[config.mk]
export PLATFORM = sky130hd
export DESIGN_NAME = vtss_ram
export DESIGN_NICKNAME = d
export VERILOG_FILES = /design/src/design/vtss_ram.sv
export SDC_FILE = /design/constraint.sdc
export NUM_CORES = 1
export LEC_CHECK = 0
export BUFFER_PORTS_ARGS = -buffer_cell sky130_fd_sc_hd__clkbuf_2
export CAP_MARGIN = 10
export CORE_AREA = 2 2 98 100
export CTS_CLUSTER_DIAMETER = 120
export CTS_CLUSTER_SIZE = 16
export DETAILED_ROUTE_END_ITERATION = 12
export DIE_AREA = 0 0 100 102
export SYNTH_ARGS = -nofsm -noshare
export SYNTH_HDL_FRONTEND = slang
export SYNTH_SLANG_ARGS = --single-unit
[constraint.sdc]
create_clock -name i_clk -period 2.22 [get_ports i_clk]
set_input_delay 0.111 -clock i_clk [delete_from_list [all_inputs] [get_ports i_clk]]
set_output_delay 0.111 -clock i_clk [all_outputs]
set_load 0.01 [all_outputs]
[src/design/vtss_ram.sv]
`default_nettype none
module vtss_ram #(
    parameter int WIDTH = 32,
    parameter int DEPTH = 2,
    parameter int AW    = 1
) (
    input  wire logic             i_clk,
    input  wire logic             i_we,
    input  wire logic [AW-1:0]    i_addr,
    input  wire logic [WIDTH-1:0] i_wdata,
    output logic      [WIDTH-1:0] o_rdata
);

    logic [WIDTH-1:0] r_mem [DEPTH];

    always_ff @(posedge i_clk) begin
        if (i_we) begin
            r_mem[i_addr] <= i_wdata;
        end
        o_rdata <= r_mem[i_addr];
    end

endmodule
`default_nettype wire

Yosys cells after proc, flatten, opt, wreduce, memory -nomap -nowiden
Memory sizes are Yosys's and may differ from the RTL's. A register that Yosys moved wholly into a read port is not among the register bits.
Cells that the tools add are included.
Word-level totals
  bits in registers: 0
  RAM bits: 64
  bits of input ports: 35
  logic and storage cells: 3
  memories: 1
Memory list
  r_mem: words 2, width 32, rd ports 1, clocked after memory_dff 1, wr ports 1, line 14  | logic [WIDTH-1:0] r_mem [DEPTH];
Cells by class
  mux-type cells: 2
Operators by type and width (count)
  1-bit 2-to-1 mux: 2

Logic depth before layout (Yosys ltp)
  word-level depth: 2
  mapped depth: 3
  mapped depth without buffers: 1

Worst setup path before layout
OpenSTA, ideal clock, no wires.
  kind: input-to-reg
  from: input i_addr
  to: memory r_mem[0][0], enable pin
  library setup time: 0.425 ns
  arrival time: 1.840 ns
  setup slack: -0.045 ns
  stages: 3
  buffers on the path: 2
  path through: buf_6 -> buf_8 -> nor2b_1
RTL lines
  from (decl): line 9  | input wire logic [AW-1:0] i_addr,
  to (decl): line 14
No word-level cell before the write port.

Worst setup path after layout
  from: register o_rdata[9], read port of r_mem
  to: output o_rdata[9]
RTL lines
  from (decl): line 11  | output logic [WIDTH-1:0] o_rdata
No word-level cell between the ends.

==> flow_summary_export.csv <==
group,metric,value,unit
synth,ys_ff_latch,96,
sta,setup_viol_count_final,0,
sta,setup_tns,0,ps
sta,tightestPinTransition,431,ps
die,die_y,102,um
die,rows,35,
grt,grt_max_degree,32,
final_layout,final_cell_mix,"clkbuf_2 (66), edfxtp_1 (64), dlygate4sd3_1 (32), dfxtp_1 (32), mux2_4 (28)",
clock_network,cts.repair.resized,0,
clock_network,clkTransAtPathRegs,90,ps
setup_path,cp_data_arrival_time,820,ps
placement,place_ws,1060,ps
sta,hold_violations,0,
detailed_routing,first_pass_iters,4,
power,power_density,858,nW/um^2
placement,place_congestion,0.630,
power,power_frac_clock,32.2,%
flow_run,drv_cap,0,
setup_path,path_cells,"clkbuf_2",
setup_path,crit_family,"flip-flops",
synth,synth_area_per_cell,23.2,um^2
power,power_frac_comb,8.4,%
detailed_routing,viasPerCell,4.08,
detailed_routing,drt_iter0_drc,65,
grt,grt.total_usage,9.66,%
setup_path,worst_path_largest_cell_delay,350,ps
synth,ys_seq_area_share,82.5,%
setup_path,crit_type,"reg2out",
worst_hold_path,hold_class,"in2reg",
final_layout,utilization,44.8,%
clock_network,cts_made_buffers,9,
die,design.core.area,9110,um^2
clock_network,htreeDepth,3,
final_layout,diodes,0,
final_layout,syn_to_final_growth,31.3,%
synth,syn_inst,134,
synth,synth_nets,169,
grt,grt_pass1_vias,1437,
setup_path,crit_buf_inv,1,
detailed_routing,routed-via-count,1470,
clock_network,cts_tree,"done",
sta,fmax,1070,MHz
detailed_routing,ant_nets,0,
power,ir_drop,0.301,mV
clock_network,clock_sinks,96,
clock_network,clockBufferDepth,2,
clock_network,clock_latency,350,ps
die,fp.dieW,100,um
detailed_routing,route.detailed.drc,0,
sta,fin_crit_sh,42.2,%
power,sw_frac_of_total,20.8,%
grt,grt_pass1_wl,7.07,mm
synth,synth_cell_type_count,9,
detailed_routing,routedWlPerCell,13.3,um
final_layout,final_common_cell,"clkbuf_2",
clock_network,root_buffer,"clkbuf_8",
power,p_leak,1.66,nW
grt,grt-ovfl-total,0,
sta,period_minus_slack,936,ps
placement,port_buffers,66,
grt,antenna_found_initial,0,
final_layout,fillCellCount,801,
setup_path,slowest_stage,"dfxtp_1",
power,intPower,0.00277,W
final_layout,finalNetCount,279,
outcome,status,"completed",
sta,rsz0062_at_grt,"false",
setup_path,crit_fanout,1,
setup_path,worst-endpoint-required,2110,ps
sta,slew_headroom,71.3,%
setup_path,critPathCaptureType,"output port",
final_layout,layout.cells.non_filler,360,
die,start_util,34.1,%
power,finalPower,0.00350,W
sta,fin_ws,1280,ps
sta,slew_violations,0,
power,power_frac_seq,59.4,%
placement,dp_cells,312,
die,dieArea,10200,um^2
sta,skew,8.41,ps
power,power_switching,0.000728,W
synth,netlist_area,3110,um^2
die,pin_count,67,
setup_path,timing.critical_path.from_type,"register",
detailed_routing,routed_wl,4.78,mm
final_layout,drive_gt1_share,48.2,%
synth,yosys_warnings,0,
[power groups by stage]
stage          clock network (W)  registers [W]  logic, W
5_1_grt                  0.00124        0.00209  0.000320
2_1_floorplan                  0        0.00214  0.000122
4_1_cts                  0.00116        0.00208  0.000302
6_report                 0.00113        0.00208  0.000296
3_3_place_gp                   0        0.00212  0.000253
3_5_place_dp                   0        0.00212  0.000256
[path summary, 6_finish.rpt]
check	start	cells past startpoint	to	slack, ps
max	o_rdata[9]	1	o_rdata[9]	1280
min	i_we	2	r_mem[0][14]	120
max reg2reg	r_mem[0][8]	1	o_rdata[8]	1460
min reg2reg	r_mem[1][19]	1	o_rdata[19]	470
[synthesized netlist by cell type]
cell | n | area (um^2)
edfxtp_1 | 64 | 1920
dfxtp_1 | 32 | 641
mux2_4 | 28 | 420
mux2_2 | 4 | 45.0
buf_12 | 2 | 40.0
and2_1 | 1 | 6.26
buf_6 | 1 | 11.3
buf_8 | 1 | 15.0
nor2b_1 | 1 | 6.26
[flip-flops by register name, indices dropped and copies added, names as in the netlist]
| name | cells |
|---|---|
| o_rdata | 32 |
| r_mem | 64 |
[routing by layer]
| metal | vias up | share of wire, % | GRT usage, % |
|---|---|---|---|
| met4 | 0 | 1.5 | 6.32 |
| li1 | 721 | - | - |
| met1 | 701 | 44 | 10.1 |
| met5 | - | 0 | 0 |
| met2 | 42 | 50 | 16.6 |
| met3 | 6 | 4.5 | 3.28 |
[cell type report]
cell class	instances	area (um^2)	share of cell area (%)
clock inverters	6	67.6	1.66
well taps	111	139	3.40
flip-flops and latches	96	2560	62.8
clock buffers	10	138	3.37
multi-input cells	34	485	11.9
repair buffers	103	688	16.9
[stage by stage]
stage	hold slack [ps]	cell area (um^2)
finish	116	4080
global route	98.1	4080
CTS	97.8	4080
detailed placement	305	3550
global placement	301	3550
floorplan	210	3110
[cell families after synthesis]
logic type | Yosys count | synth area share [%]
muxes | 32 | 15.0
and+or+nand+nor | 2 | 0.403
DFF | 96 | 82.5
buffers and inverters | 4 | 2.13
[timing repair]
action / 4_1_cts / 5_1_grt
hold buffers: 32 / 0
setup buffers: 0 / 0
hold endpoints to repair: 64 / 0
Note: power is estimated with default switching activity, not from simulation.
